===== config.mk =====
export PLATFORM = sky130hd
export DESIGN_NAME = three_channel_timed_ramp_top
export DESIGN_NICKNAME = d
export VERILOG_FILES = /design/src/sv/tcr_pkg.sv /design/src/sv/tcr_ram.sv /design/src/sv/tcr_div.sv /design/src/sv/three_channel_timed_ramp_top.sv
export SDC_FILE = /design/constraint.sdc
export NUM_CORES = 1
export LEC_CHECK = 0
export ABC_AREA = 1
export BUFFER_PORTS_ARGS = -buffer_cell sky130_fd_sc_hd__buf_2
export CAP_MARGIN = 20
export CORE_ASPECT_RATIO = 0.75
export CORE_UTILIZATION = 28
export DETAILED_ROUTE_END_ITERATION = 8
export PLACE_DENSITY_LB_ADDON = 0.05
export SYNTH_ARGS = -nofsm -noshare
export SYNTH_HDL_FRONTEND = slang
export SYNTH_HIERARCHICAL = 1
export SYNTH_SLANG_ARGS = --single-unit
export TNS_END_PERCENT = 50

===== constraint.sdc =====
create_clock -name clk -period 21.6 [get_ports clk]
set_clock_uncertainty 0.2 [all_clocks]
set_input_delay 4.32 -clock clk [delete_from_list [all_inputs] [get_ports clk]]
set_output_delay 4.32 -clock clk [all_outputs]
set_load 0.02 [all_outputs]

===== src/sv/tcr_pkg.sv =====
`timescale 1ns / 1ps
`default_nettype none
// ----------------------------------------------------------------------------
// tcr_pkg
// Shared types and constants for the three-channel timed ramp.
// ----------------------------------------------------------------------------
package tcr_pkg;

  localparam int CHANNELS = 3;
  localparam int CH_W     = (CHANNELS > 1) ? $clog2(CHANNELS) : 1;
  localparam int VAL_W    = 32;
  localparam int DUR_W    = 16;
  localparam int CHF_W    = 2;    // channel field width on the bus
  localparam int OUT_N    = 3;    // value fields in a result beat
  localparam int IN_TDATA_W  = 56;
  localparam int OUT_TDATA_W = 104;

  localparam logic [VAL_W-1:0] UNITY = VAL_W'(32'h0001_0000);

  // one RAM word per channel
  typedef struct packed {
    logic [VAL_W-1:0] vel;
    logic [VAL_W-1:0] tgt;
    logic [VAL_W-1:0] cur;
  } chan_ent_t;

  localparam int ENT_W = $bits(chan_ent_t);

  localparam chan_ent_t RST_ENT = '{vel: '0, tgt: UNITY, cur: UNITY};

  typedef enum logic {
    OP_TICK = 1'b0,
    OP_SET  = 1'b1
  } op_t;

  typedef enum logic [2:0] {
    ST_IDLE,
    ST_SETRD,
    ST_DIV,
    ST_RD0,
    ST_SWEEP,
    ST_PUSH
  } st_t;

  typedef enum logic [1:0] {
    DV_IDLE,
    DV_RUN,
    DV_FIX
  } dv_st_t;

endpackage : tcr_pkg
`default_nettype wire


===== src/sv/tcr_ram.sv =====
`timescale 1ns / 1ps
`default_nettype none
// ----------------------------------------------------------------------------
// tcr_ram
// Generic single-write, single-read RAM with registered read data.
// ----------------------------------------------------------------------------
module tcr_ram #(
  parameter int WIDTH  = 32,
  parameter int DEPTH  = 4,
  parameter int ADDR_W = (DEPTH > 1) ? $clog2(DEPTH) : 1
) (
  input  wire logic              clk,
  input  wire logic              we,
  input  wire logic [ADDR_W-1:0] waddr,
  input  wire logic [WIDTH-1:0]  wdata,
  input  wire logic              re,
  input  wire logic [ADDR_W-1:0] raddr,
  output logic      [WIDTH-1:0]  rdata
);

  logic [WIDTH-1:0] mem [DEPTH];

  always_ff @(posedge clk) begin
    if (we) begin
      mem[waddr] <= wdata;
    end
    if (re) begin
      rdata <= mem[raddr];
    end
  end

endmodule : tcr_ram
`default_nettype wire


===== src/sv/tcr_div.sv =====
`timescale 1ns / 1ps
`default_nettype none
// ----------------------------------------------------------------------------
// tcr_div
// Serial signed divide, one quotient bit per cycle, truncating toward zero.
// The caller must keep the divisor positive; the divider does not enforce it.
// ----------------------------------------------------------------------------
module tcr_div (
  input  wire logic                       clk,
  input  wire logic                       rst_n,
  input  wire logic                       start,
  input  wire logic [tcr_pkg::VAL_W-1:0]  dividend,
  input  wire logic [tcr_pkg::DUR_W-1:0]  divisor,
  output logic                            done,
  output logic      [tcr_pkg::VAL_W-1:0]  quotient
);
  import tcr_pkg::*;

  localparam int REM_W = DUR_W + 1;
  localparam int CNT_W = $clog2(VAL_W);

  dv_st_t           state_r, state_nxt;
  logic [CNT_W-1:0] cnt_r, cnt_nxt;
  logic             neg_r, neg_nxt;
  logic [VAL_W-1:0] dvd_r, dvd_nxt;
  logic [REM_W-1:0] rem_r, rem_nxt;
  logic [VAL_W-1:0] quo_r, quo_nxt;
  logic [REM_W-1:0] rem_sh;
  logic             qbit;

  always_comb begin
    state_nxt = state_r;
    case (state_r)
      DV_IDLE: if (start) state_nxt = DV_RUN;
      DV_RUN:  if (cnt_r == '0) state_nxt = DV_FIX;
      DV_FIX:  state_nxt = DV_IDLE;
      default: state_nxt = DV_IDLE;
    endcase
  end

  assign rem_sh = {rem_r[REM_W-2:0], dvd_r[VAL_W-1]};
  assign qbit   = (rem_sh >= {1'b0, divisor});

  always_comb begin
    cnt_nxt = cnt_r;
    neg_nxt = neg_r;
    dvd_nxt = dvd_r;
    rem_nxt = rem_r;
    quo_nxt = quo_r;
    done    = 1'b0;
    case (state_r)
      DV_IDLE: begin
        if (start) begin
          neg_nxt = dividend[VAL_W-1];
          dvd_nxt = dividend[VAL_W-1] ? (~dividend + 1'b1) : dividend;
          rem_nxt = '0;
          quo_nxt = '0;
          cnt_nxt = CNT_W'(VAL_W - 1);
        end
      end
      DV_RUN: begin
        rem_nxt = qbit ? (rem_sh - {1'b0, divisor}) : rem_sh;
        quo_nxt = {quo_r[VAL_W-2:0], qbit};
        dvd_nxt = {dvd_r[VAL_W-2:0], 1'b0};
        cnt_nxt = cnt_r - 1'b1;
      end
      DV_FIX: begin
        quo_nxt = neg_r ? (~quo_r + 1'b1) : quo_r;
        done    = 1'b1;
      end
      default: ;
    endcase
  end

  // quotient is valid in the cycle done is high
  assign quotient = neg_r ? (~quo_r + 1'b1) : quo_r;

  always_ff @(posedge clk) begin
    if (!rst_n) begin
      state_r <= DV_IDLE;
    end else begin
      state_r <= state_nxt;
    end
    cnt_r <= cnt_nxt;
    neg_r <= neg_nxt;
    dvd_r <= dvd_nxt;
    rem_r <= rem_nxt;
    quo_r <= quo_nxt;
  end

endmodule : tcr_div
`default_nettype wire


===== src/sv/three_channel_timed_ramp_top.sv =====
`timescale 1ns / 1ps
`default_nettype none
// Flow (accept edge to out_tvalid): a tick passes ST_IDLE, ST_SWEEP over each
//   channel and ST_PUSH; a set to a used channel adds ST_SETRD, then ST_DIV
//   for a ramp (the 32-step serial divider), and ST_RD0 ahead of the sweep.
// Flow control: one beat at a time. The next beat is taken once the
//   previous one has reached the output register, even while it waits there.
// Reset: per-channel valid bits clear, so every channel reads as 1.0 / 1.0 / 0.
// ----------------------------------------------------------------------------
// three_channel_timed_ramp_top
// Per-channel ramp state in a small RAM; read-modify-write sequencer for
// ticks and target sets, with a serial divider for the velocity.
// ----------------------------------------------------------------------------
module three_channel_timed_ramp_top (
  input  wire logic                               clk,
  input  wire logic                               rst_n,
  // input stream
  input  wire logic                               in_tvalid,
  output logic                                    in_tready,
  // [1:0] channel, [33:2] target_value, [49:34] duration, [55:50] zero
  input  wire logic [tcr_pkg::IN_TDATA_W-1:0]     in_tdata,
  // [0] operation
  input  wire logic                               in_tuser,
  // result stream
  output logic                                    out_tvalid,
  input  wire logic                               out_tready,
  // [31:0] value_x, [63:32] value_y, [95:64] value_z, [98:96] moving_mask,
  // [103:99] zero
  output logic      [tcr_pkg::OUT_TDATA_W-1:0]    out_tdata
);
  import tcr_pkg::*;

  // --------------------------------------------------------------------------
  // Input field unpack
  // --------------------------------------------------------------------------
  logic [CHF_W-1:0] in_ch;
  logic [VAL_W-1:0] in_tgt;
  logic [DUR_W-1:0] in_dur;
  logic             in_acc;

  assign in_ch  = in_tdata[CHF_W-1:0];
  assign in_tgt = in_tdata[CHF_W+VAL_W-1:CHF_W];
  assign in_dur = in_tdata[CHF_W+VAL_W+DUR_W-1:CHF_W+VAL_W];
  assign in_acc = in_tvalid && in_tready;

  // --------------------------------------------------------------------------
  // Registers
  // --------------------------------------------------------------------------
  st_t              state_r, state_nxt;
  logic [CH_W-1:0]  rd_idx_r, rd_idx_nxt;   // entry whose read data is arriving
  logic             tick_r, tick_nxt;       // sweep modifies entries
  logic [CH_W-1:0]  ch_r, ch_nxt;
  logic [VAL_W-1:0] tgt_r, tgt_nxt;
  logic [DUR_W-1:0] dur_r, dur_nxt;
  logic [VAL_W-1:0] cur_r, cur_nxt;         // current value held across divide
  logic [CHANNELS-1:0] vld_r;
  logic             rd_vld_r;
  logic [VAL_W-1:0] col_val_r [OUT_N];
  logic [VAL_W-1:0] col_val_nxt [OUT_N];
  logic [OUT_N-1:0] col_mask_r, col_mask_nxt;
  logic [VAL_W-1:0] out_val_r [OUT_N];
  logic [VAL_W-1:0] out_val_nxt [OUT_N];
  logic [OUT_N-1:0] out_mask_r, out_mask_nxt;
  logic             out_tvalid_r, out_tvalid_nxt;

  // --------------------------------------------------------------------------
  // RAM and divider
  // --------------------------------------------------------------------------
  logic            ram_we, ram_re;
  logic [CH_W-1:0] ram_waddr, ram_raddr;
  chan_ent_t       ram_wdata, ram_rdata, rd_ent;

  tcr_ram #(
    .WIDTH  (ENT_W),
    .DEPTH  (CHANNELS),
    .ADDR_W (CH_W)
  ) u_ram (
    .clk   (clk),
    .we    (ram_we),
    .waddr (ram_waddr),
    .wdata (ram_wdata),
    .re    (ram_re),
    .raddr (ram_raddr),
    .rdata (ram_rdata)
  );

  // never-written entries read as the reset state
  assign rd_ent = rd_vld_r ? ram_rdata : RST_ENT;

  logic             div_start, div_done;
  logic [VAL_W-1:0] div_q;

  // difference wraps in 32 bits; sampled on div_start in ST_SETRD
  tcr_div u_div (
    .clk      (clk),
    .rst_n    (rst_n),
    .start    (div_start),
    .dividend (tgt_r - rd_ent.cur),
    .divisor  (dur_r),
    .done     (div_done),
    .quotient (div_q)
  );

  // --------------------------------------------------------------------------
  // Tick update of the entry being swept
  // --------------------------------------------------------------------------
  logic signed [VAL_W-1:0] s_vel, s_tgt, s_sum;
  logic                    passed;
  chan_ent_t               tick_ent, sweep_ent;

  assign s_vel  = rd_ent.vel;
  assign s_tgt  = rd_ent.tgt;
  assign s_sum  = rd_ent.cur + rd_ent.vel;
  assign passed = (s_vel > 0 && s_sum > s_tgt) || (s_vel < 0 && s_sum < s_tgt);

  always_comb begin
    tick_ent = rd_ent;
    if (rd_ent.vel != '0) begin
      if (passed) begin
        tick_ent.cur = rd_ent.tgt;
        tick_ent.vel = '0;
      end else begin
        tick_ent.cur = s_sum;
      end
    end
  end

  assign sweep_ent = tick_r ? tick_ent : rd_ent;

  logic ch_ok;
  assign ch_ok = (32'(in_ch) < 32'(CHANNELS));

  // --------------------------------------------------------------------------
  // Next state
  // --------------------------------------------------------------------------
  always_comb begin
    state_nxt = state_r;
    case (state_r)
      ST_IDLE: begin
        if (in_acc) begin
          state_nxt = (in_tuser == OP_SET && ch_ok) ? ST_SETRD : ST_SWEEP;
        end
      end
      ST_SETRD: state_nxt = ($signed(dur_r) > 0) ? ST_DIV : ST_RD0;
      ST_DIV:   if (div_done) state_nxt = ST_RD0;
      ST_RD0:   state_nxt = ST_SWEEP;
      ST_SWEEP: if (rd_idx_r == CH_W'(CHANNELS - 1)) state_nxt = ST_PUSH;
      ST_PUSH:  if (!out_tvalid_r || out_tready) state_nxt = ST_IDLE;
      default:  state_nxt = ST_IDLE;
    endcase
  end

  // --------------------------------------------------------------------------
  // Datapath and memory control
  // --------------------------------------------------------------------------
  always_comb begin
    in_tready      = (state_r == ST_IDLE);
    ram_we         = 1'b0;
    ram_waddr      = ch_r;
    ram_wdata      = rd_ent;
    ram_re         = 1'b0;
    ram_raddr      = '0;
    div_start      = 1'b0;
    rd_idx_nxt     = rd_idx_r;
    tick_nxt       = tick_r;
    ch_nxt         = ch_r;
    tgt_nxt        = tgt_r;
    dur_nxt        = dur_r;
    cur_nxt        = cur_r;
    col_val_nxt    = col_val_r;
    col_mask_nxt   = col_mask_r;
    out_val_nxt    = out_val_r;
    out_mask_nxt   = out_mask_r;
    out_tvalid_nxt = out_tvalid_r && !out_tready;

    case (state_r)
      ST_IDLE: begin
        if (in_acc) begin
          ch_nxt  = CH_W'(in_ch);
          tgt_nxt = in_tgt;
          dur_nxt = in_dur;
          for (int k = 0; k < OUT_N; k++) col_val_nxt[k] = '0;
          col_mask_nxt = '0;
          rd_idx_nxt   = '0;
          ram_re       = 1'b1;
          if (in_tuser == OP_SET && ch_ok) begin
            ram_raddr = CH_W'(in_ch);
            tick_nxt  = 1'b0;
          end else begin
            ram_raddr = '0;
            tick_nxt  = (in_tuser == OP_TICK);
          end
        end
      end
      ST_SETRD: begin
        cur_nxt = rd_ent.cur;
        if ($signed(dur_r) > 0) begin
          div_start = 1'b1;
        end else begin
          ram_we    = 1'b1;
          ram_wdata = '{vel: '0, tgt: tgt_r, cur: tgt_r};
        end
      end
      ST_DIV: begin
        if (div_done) begin
          ram_we    = 1'b1;
          ram_wdata = '{vel: div_q, tgt: tgt_r, cur: cur_r};
        end
      end
      ST_RD0: begin
        ram_re     = 1'b1;
        ram_raddr  = '0;
        rd_idx_nxt = '0;
      end
      ST_SWEEP: begin
        ram_we    = tick_r;
        ram_waddr = rd_idx_r;
        ram_wdata = sweep_ent;
        for (int k = 0; k < OUT_N; k++) begin
          if (k < CHANNELS && rd_idx_r == CH_W'(k)) begin
            col_val_nxt[k]  = sweep_ent.cur;
            col_mask_nxt[k] = (sweep_ent.vel != '0);
          end
        end
        if (rd_idx_r != CH_W'(CHANNELS - 1)) begin
          ram_re     = 1'b1;
          ram_raddr  = rd_idx_r + 1'b1;
          rd_idx_nxt = rd_idx_r + 1'b1;
        end
      end
      ST_PUSH: begin
        if (!out_tvalid_r || out_tready) begin
          out_val_nxt    = col_val_r;
          out_mask_nxt   = col_mask_r;
          out_tvalid_nxt = 1'b1;
        end
      end
      default: ;
    endcase
  end

  // --------------------------------------------------------------------------
  // State registers
  // --------------------------------------------------------------------------
  always_ff @(posedge clk) begin
    if (!rst_n) begin
      state_r      <= ST_IDLE;
      vld_r        <= '0;
      out_tvalid_r <= 1'b0;
    end else begin
      state_r      <= state_nxt;
      out_tvalid_r <= out_tvalid_nxt;
      if (ram_we) vld_r[ram_waddr] <= 1'b1;
    end
    if (ram_re) rd_vld_r <= vld_r[ram_raddr];
    rd_idx_r   <= rd_idx_nxt;
    tick_r     <= tick_nxt;
    ch_r       <= ch_nxt;
    tgt_r      <= tgt_nxt;
    dur_r      <= dur_nxt;
    cur_r      <= cur_nxt;
    col_val_r  <= col_val_nxt;
    col_mask_r <= col_mask_nxt;
    out_val_r  <= out_val_nxt;
    out_mask_r <= out_mask_nxt;
  end

  assign out_tvalid = out_tvalid_r;
  assign out_tdata  = {5'b0, out_mask_r, out_val_r[2], out_val_r[1], out_val_r[0]};

endmodule : three_channel_timed_ramp_top
`default_nettype wire


==> results of run 1 <==
-- critical path, delay by kind of cell (launching register included) --
| family | cells | cell delay (ps) |
|---|---|---|
| AOI/OAI and AO/OA | 5 | 1420 |
| adders and majority gates | 2 | 880 |
| buffers and inverters | 6 | 2000 |
| DFF | 1 | 320 |
| and+or+nand+nor | 17 | 2560 |
-- layer usage --
| metal | global-route usage | vias to the layer above |
|---|---|---|
| met1 | 0.266 | 13700 |
| met3 | 0.0304 | 155 |
| met2 | 0.293 | 607 |
| met5 | 0 | - |
| li1 | - | 13900 |
| met4 | 0.0537 | 0 |
-- where the power goes --
group	switching, W	internal (W)	leakage (nW)
Sequential	0.000147	0.00238	7.14
Clock	0.000680	0.000896	1.45
Combinational	0.00268	0.000942	10.0
-- cells by family (layout without fill, tap and decap cells) --
family / Yosys count / in the layout
adder cells (fa/ha/maj): 118 / 118
AO/OA/AOI/OAI: 569 / 569
XOR/XNOR: 80 / 80
flip-flops: 763 / 763
AND/OR/NAND/NOR: 1773 / 1773
other: 1 / 9
buffers and inverters: 716 / 932
-- Yosys cell counts (all sizes together), types with 3 or more instances --
cell       n
a221oi    17
and2       6
a22oi     50
nor3      26
nand4     40
o211ai    41
o21ai    138
o221ai    44
dfxtp      9
xor2      60
nand2   1167
nand3    261
a211oi     6
a21boi    10
or2        5
nor4       7
inv      566
a21oi    219
edfxtp   754
nor3b      3
o21a       5
buf       84
clkbuf    62
a21o       5
a31oi     15
o41ai      7
o21bai     6
xnor2     20
nor2     252
clkinv     4
nand3b     6
ha       116
-- layout by cell type, fill, tap and decap left out, types with 24 or more instances in the layout --
cell type / Yosys / final
a21oi_1: 214 / 214
a22oi_1: 50 / 50
buf_2: 48 / 155
buf_4: 17 / 41
clkbuf_16: 0 / 88
edfxtp_1: 754 / 754
ha_1: 116 / 115
inv_1: 553 / 551
nand2_1: 1147 / 1143
nand3_1: 253 / 251
nand4_1: 39 / 39
nor2_1: 233 / 225
nor3_1: 26 / 24
o211ai_1: 41 / 41
o21ai_0: 119 / 118
o221ai_1: 44 / 44
xor2_1: 59 / 58
-- path summary, 6_finish.rpt --
path,from,to,slack [ps],depth (start not counted)
hold / removal,col_val_r[5]$_SDFFCE_PN0P_,out_tdata[69]$_DFFE_PP_,190,0
hold reg to reg,col_val_r[5]$_SDFFCE_PN0P_,out_tdata[69]$_DFFE_PP_,190,0
setup reg to reg,rd_vld_r$_DFFE_PP_,u_ram/mem[0][31]$_DFFE_PP_,13840,30
setup / recovery,rd_vld_r$_DFFE_PP_,u_ram/mem[0][31]$_DFFE_PP_,13840,30
-- per-stage QoR --
| step | area (um^2) | utilization |
|---|---|---|
| 3_5_place_dp | 41600 | 0.305 |
| 6_report | 44600 | 0.327 |
| 5_1_grt | 44600 | 0.326 |
| 4_1_cts | 44600 | 0.326 |
| 3_3_place_gp | 41600 | 0.305 |
| 2_1_floorplan | 38800 | - |
-- final cells by class --
type,instances,area (um^2),share of cell area
Timing Repair Buffer,198,1120,0.0252
Tap cell,1844,2310,0.0517
Clock inverter,61,728,0.0163
Sequential cell,763,22800,0.512
Multi-Input combinational cell,2545,13200,0.296
Antenna cell,4,10.0,0.000224
Clock buffer,103,2270,0.0509
Inverter,570,2150,0.0483
-- sequential cells by signal (all words and copies together), names as in the netlist --
signal	flops
u_ram/rdata	96
u_div/state_r	2
ch_r	2
tgt_r	32
state_r	3
rd_idx_r	2
out_tvalid	1
cur_r	32
dur_r	16
vld_r	3
tick_r	1
col_mask_r	3
u_div/quo_r	32
u_ram/mem	288
u_div/cnt_r	5
u_div/dvd_r	32
col_val_r	96
u_div/rem_r	16
out_mask_r	3
out_tdata	96
u_div/neg_r	1
rd_vld_r	1
==> flow_metrics.py, run 1 <==
metrics = {
    "logic_synthesis": {
        "synth.ff_latch_count": 763,
        "synth_top_area_cell": "edfxtp_1",
        "synth_top_family_by_area": "simple AND/OR/NAND/NOR gates",
        "muxShareOfSynthArea": 0,
        "synthDominantCellAreaShare": 0.584,
        "ys.flop_type": "edfxtp_1",
        "async_flop_share": 0,
        "netlist_area_um2": 38800,
        "synthXorXnorAreaFrac": 0.0183,
        "synth.avg_cell_area_um2": 9.64,
        "synthTopCellsByArea": "edfxtp_1, nand2_1, inv_1",
        "yosys.area_share.simple": 0.190,
        "synthAdderAreaFrac": 0.0385,
        "synth_warnings": 6,
        "yosysSeqAreaShare": 0.589,
        "synth_edf_count": 754,
        "synth_compound_area_frac": 0.0899,
        "ys_types": 58,
        "synth_cells": 4020,
    },
    "cts": {
        "cts_tree": "yes",
        "clk_pin_slew_ps": 60,
        "numCtsBuffers": 88,
        "h-tree-depth": 3,
        "cts.sinks": 763,
        "root_buffer": "clkbuf_16",
        "ctsResizeCount": 0,
        "clk_latency_ps": 750,
        "cts_setup_buffers": 0,
        "ctsLongestPathBuffers": 3,
        "cts_hold_buffers": 0,
    },
    "power_and_ir_drop": {
        "ir_drop_v": 0.0000923,
        "p_leak_nw": 18.6,
        "finalPower_w": 0.00773,
        "pwr_density_cell_nw_per_um2": 173,
    },
    "sta": {
        "final.setup.worst_slack_ps": 13840,
        "holdWs_ps": 195,
        "slew_headroom": 0.211,
        "fin_crit_ps": 7760,
        "fmax_mhz": 129,
        "worstMarginPinSlew_ps": 1180,
        "final_hold_viol_count": 0,
        "setup_viol": 0,
        "rsz0062_at_grt": "no",
        "tns_ps": 0,
        "fin_crit_sh": 0.359,
        "slew_violations": 0,
    },
    "critical_path": {
        "critPathKind": "reg -> reg",
        "critPathCaptureType": "register",
        "worstPathArrival_ps": 8000,
        "cp_slowest_stage_delay_ps": 550,
        "worst_setup_path_start_kind": "register",
        "cp_common_cell": "nand2_1",
        "worstPathMaxFanout": 69,
        "crit_required_ps": 21840,
        "critPathSlowestCell": "a21oi_1",
    },
    "floorplan": {
        "core_area_um2": 137000,
        "die_area_um2": 140000,
        "initial_core_util": 0.284,
        "fp-row-count": 117,
        "die_x_um": 432,
        "pin_count": 167,
        "dieHeight_um": 324,
    },
    "cells_and_area": {
        "syn2layout_area_growth_pct": 15.1,
        "drive_above_1_share": 0.101,
        "fin_nets": 4345,
        "n_fill_cell": 14100,
        "stdcell_count": 6088,
    },
    "global_route": {
        "antenna_found_initial": 7,
        "grt_max_degree": 97,
        "grt_pass1_wl_um": 191000,
        "grtUsageTotal": 0.187,
        "globalRoute.totalOverflow": 0,
        "first_global_vias": 27400,
    },
    "routing": {
        "vias": 28400,
        "dr.max_layer_used": "met4",
        "drc": 0,
        "firstDrtPassIters": 7,
        "wl_per_cell_um": 21.6,
        "drt-initial-drc-count": 2144,
        "wl_met2_um": 58500,
        "ant_nets": 0,
        "wl_met1_um": 63500,
        "via_per_inst": 4.66,
        "wl_met3_um": 5830,
        "drt-total-wl_um": 131000,
    },
    "run_status": {
        "status": "completed",
    },
    "place": {
        "detailed_place_hpwl_um": 89600,
        "port_buffers": 155,
        "gp_congestion": 0.936,
        "place_worst_setup_slack_ps": 13820,
        "dp.cells": 5920,
    },
    "hold_path": {
        "hold_class": "reg -> reg",
    },
    "job": {
        "max-cap-violations": 0,
    },
}
Note: power is estimated with default switching activity, not from simulation.
==> run 2: changes to the inputs <==
==> constraint.sdc (replaced) <==
create_clock -name clk -period 7.25 [get_ports clk]
set_clock_uncertainty 0.2 [all_clocks]
set_input_delay 1.45 -clock clk [delete_from_list [all_inputs] [get_ports clk]]
set_output_delay 1.45 -clock clk [all_outputs]
set_load 0.02 [all_outputs]
==> run 2 against run 1 <==
- global-route usage shrank 0.13 points
- routed wire length shrank 0.55%
- largest cell class unchanged
- die area is the same
- total power grew to 3.0 times the previous value
- combinational power grew to 3.0 times the previous value
- sequential share of layout area decreased by 0.21 points
- cell count is 0.21% higher
- sequential power rose to 3.0 times the previous value
==> flow_metrics.py, run 2 (synthesis results as in run 1) <==
metrics = {
    "run_status": {
        "status": "completed",
    },
    "floorplan": {
        "die_area_um2": 140000,
        "pin_count": 167,
        "dieHeight_um": 324,
        "die_x_um": 432,
        "initial_core_util": 0.284,
        "fp-row-count": 117,
        "core_area_um2": 137000,
    },
    "job": {
        "max-cap-violations": 0,
    },
    "power_and_ir_drop": {
        "p_leak_nw": 18.7,
        "pwr_density_cell_nw_per_um2": 517,
        "ir_drop_v": 0.000360,
    },
    "place": {
        "gp_congestion": 0.909,
        "port_buffers": 155,
        "place_worst_setup_slack_ps": 861,
        "detailed_place_hpwl_um": 89500,
    },
    "routing": {
        "drt-initial-drc-count": 1946,
        "drt-total-wl_um": 131000,
        "drc": 0,
        "ant_nets": 0,
        "firstDrtPassIters": 7,
        "wl_per_cell_um": 21.4,
        "vias": 28200,
        "via_per_inst": 4.63,
    },
    "cells_and_area": {
        "largest_reg_flops": 288,
        "fin_util": 0.328,
        "layout_common_cells": "nand2_1, edfxtp_1, inv_1, nand3_1, nor2_1",
        "final_common_cell": "nand2_1",
        "drive_above_1_share": 0.103,
        "syn2layout_area_growth_pct": 15.5,
        "n_fill_cell": 14200,
        "top_register": "u_ram/mem",
        "fin_nets": 4360,
    },
    "global_route": {
        "first_global_vias": 27300,
        "grtUsageTotal": 0.186,
        "grt_pass1_wl_um": 190000,
        "antenna_found_initial": 1,
        "grt_max_degree": 97,
        "globalRoute.totalOverflow": 0,
    },
    "critical_path": {
        "r2r_cells": 27,
        "reg2reg_from": "rd_vld_r$_DFFE_PP_",
        "critPathKind": "reg -> reg",
        "worstPathArrival_ps": 6910,
        "worst_setup_path_start_kind": "register",
        "cp_common_cell": "nand2_1",
        "timing.rr.end": "u_ram/mem[0][31]$_DFFE_PP_",
        "critPathSlowestCell": "edfxtp_1",
        "crit_required_ps": 7540,
        "worstPathMaxFanout": 18,
        "cp_slowest_stage_delay_ps": 660,
        "critPathCaptureType": "register",
        "r2r_setup_slack_ps": 630,
    },
    "hold_path": {
        "hold_class": "reg -> reg",
        "hold_start": "col_val_r[33]$_SDFFCE_PN0P_",
        "holdPathStages": 0,
        "hold_end": "out_tdata[33]$_DFFE_PP_",
    },
    "cts": {
        "root_buffer": "clkbuf_16",
        "numCtsBuffers": 89,
        "cts_tree": "yes",
        "ctsLongestPathBuffers": 3,
        "cts_setup_buffers": 0,
        "cts_hold_buffers": 0,
        "clk_latency_ps": 730,
        "h-tree-depth": 3,
        "cts.sinks": 763,
        "clk_pin_slew_ps": 60,
        "ctsResizeCount": 0,
    },
    "sta": {
        "rsz0062_at_grt": "no",
        "final.setup.worst_slack_ps": 630,
        "tns_ps": 0,
        "fin_crit_ps": 6620,
        "fmax_mhz": 151,
        "final_hold_viol_count": 0,
        "fin_crit_sh": 0.913,
        "worstMarginPinSlew_ps": 1120,
        "slew_violations": 0,
        "slew_headroom": 0.254,
        "setup_viol": 0,
    },
}
-- run 2: cell count changes in the layout (fill, tap and decap cells not counted), moves of 3 or more --
| cell | before | now |
|---|---|---|
| diode_2 | 4 | 1 |
| buf_12 | 2 | 9 |
| buf_4 | 41 | 47 |
| clkinv_4 | 3 | 0 |
| clkbuf_1 | 14 | 18 |
-- run 2: metal layers --
layer	global-route usage	part of all wire
met2	0.294	0.45
met3	0.0242	0.039
met5	0	0
met4	0.0425	0.020
met1	0.269	0.49
-- run 2: worst max-delay path by stage --
stage / startpoint / endpoint / slack [ps]
detailed placement: rd_vld_r$_DFFE_PP_ / u_ram/mem[0][31]$_DFFE_PP_ / 860
CTS: rd_vld_r$_DFFE_PP_ / u_ram/mem[0][31]$_DFFE_PP_ / 830
finish: rd_vld_r$_DFFE_PP_ / u_ram/mem[0][31]$_DFFE_PP_ / 630
floorplan: dur_r[1]$_DFFE_PP_ / u_ram/mem[0][0]$_DFFE_PP_ / -1750
global placement: rd_vld_r$_DFFE_PP_ / u_ram/mem[1][31]$_DFFE_PP_ / 880
global route: rd_vld_r$_DFFE_PP_ / u_ram/mem[2][25]$_DFFE_PP_ / 270
-- run 2: power by group --
group	switching, W	total [W]	internal [W]
sequential	0.000479	0.00756	0.00708
combinational	0.00796	0.0109	0.00297
clock	0.00201	0.00465	0.00265
-- run 2: cell type report --
class / instances / area, um^2 / share of cell area
clock inverter: 59 / 681 / 0.0152
antenna: 1 / 2.50 / 0.0000559
tap: 1844 / 2310 / 0.0515
sequential: 763 / 22800 / 0.510
inverter: 570 / 2150 / 0.0480
clock buffer: 107 / 2290 / 0.0512
timing repair buffer: 212 / 1340 / 0.0298
multi-input combinational: 2545 / 13200 / 0.295
-- run 2: through the flow --
step / instance area, um^2 / hold WS (ps) / power (W) / std cells
after CTS: 44800 / 192 / 0.0235 / 6100
final: 44800 / 207 / 0.0232 / 6101
after global placement: 41800 / 200 / 0.0187 / 5933
after global routing: 44800 / 196 / 0.0249 / 6100
after detailed placement: 41800 / 205 / 0.0187 / 5934
after floorplan: 38800 / 200 / 0.0147 / 4024
-- run 2: critical path: cells and delay by family, from the launching register on --
kind / cells / cell delay [ps]
buffers and inverters: 4 / 1100
adders and majority gates: 2 / 580
xor gates and xnor gates: 1 / 300
AOI/OAI and AO/OA: 5 / 1820
DFF: 1 / 660
and+or+nand+nor: 15 / 1700
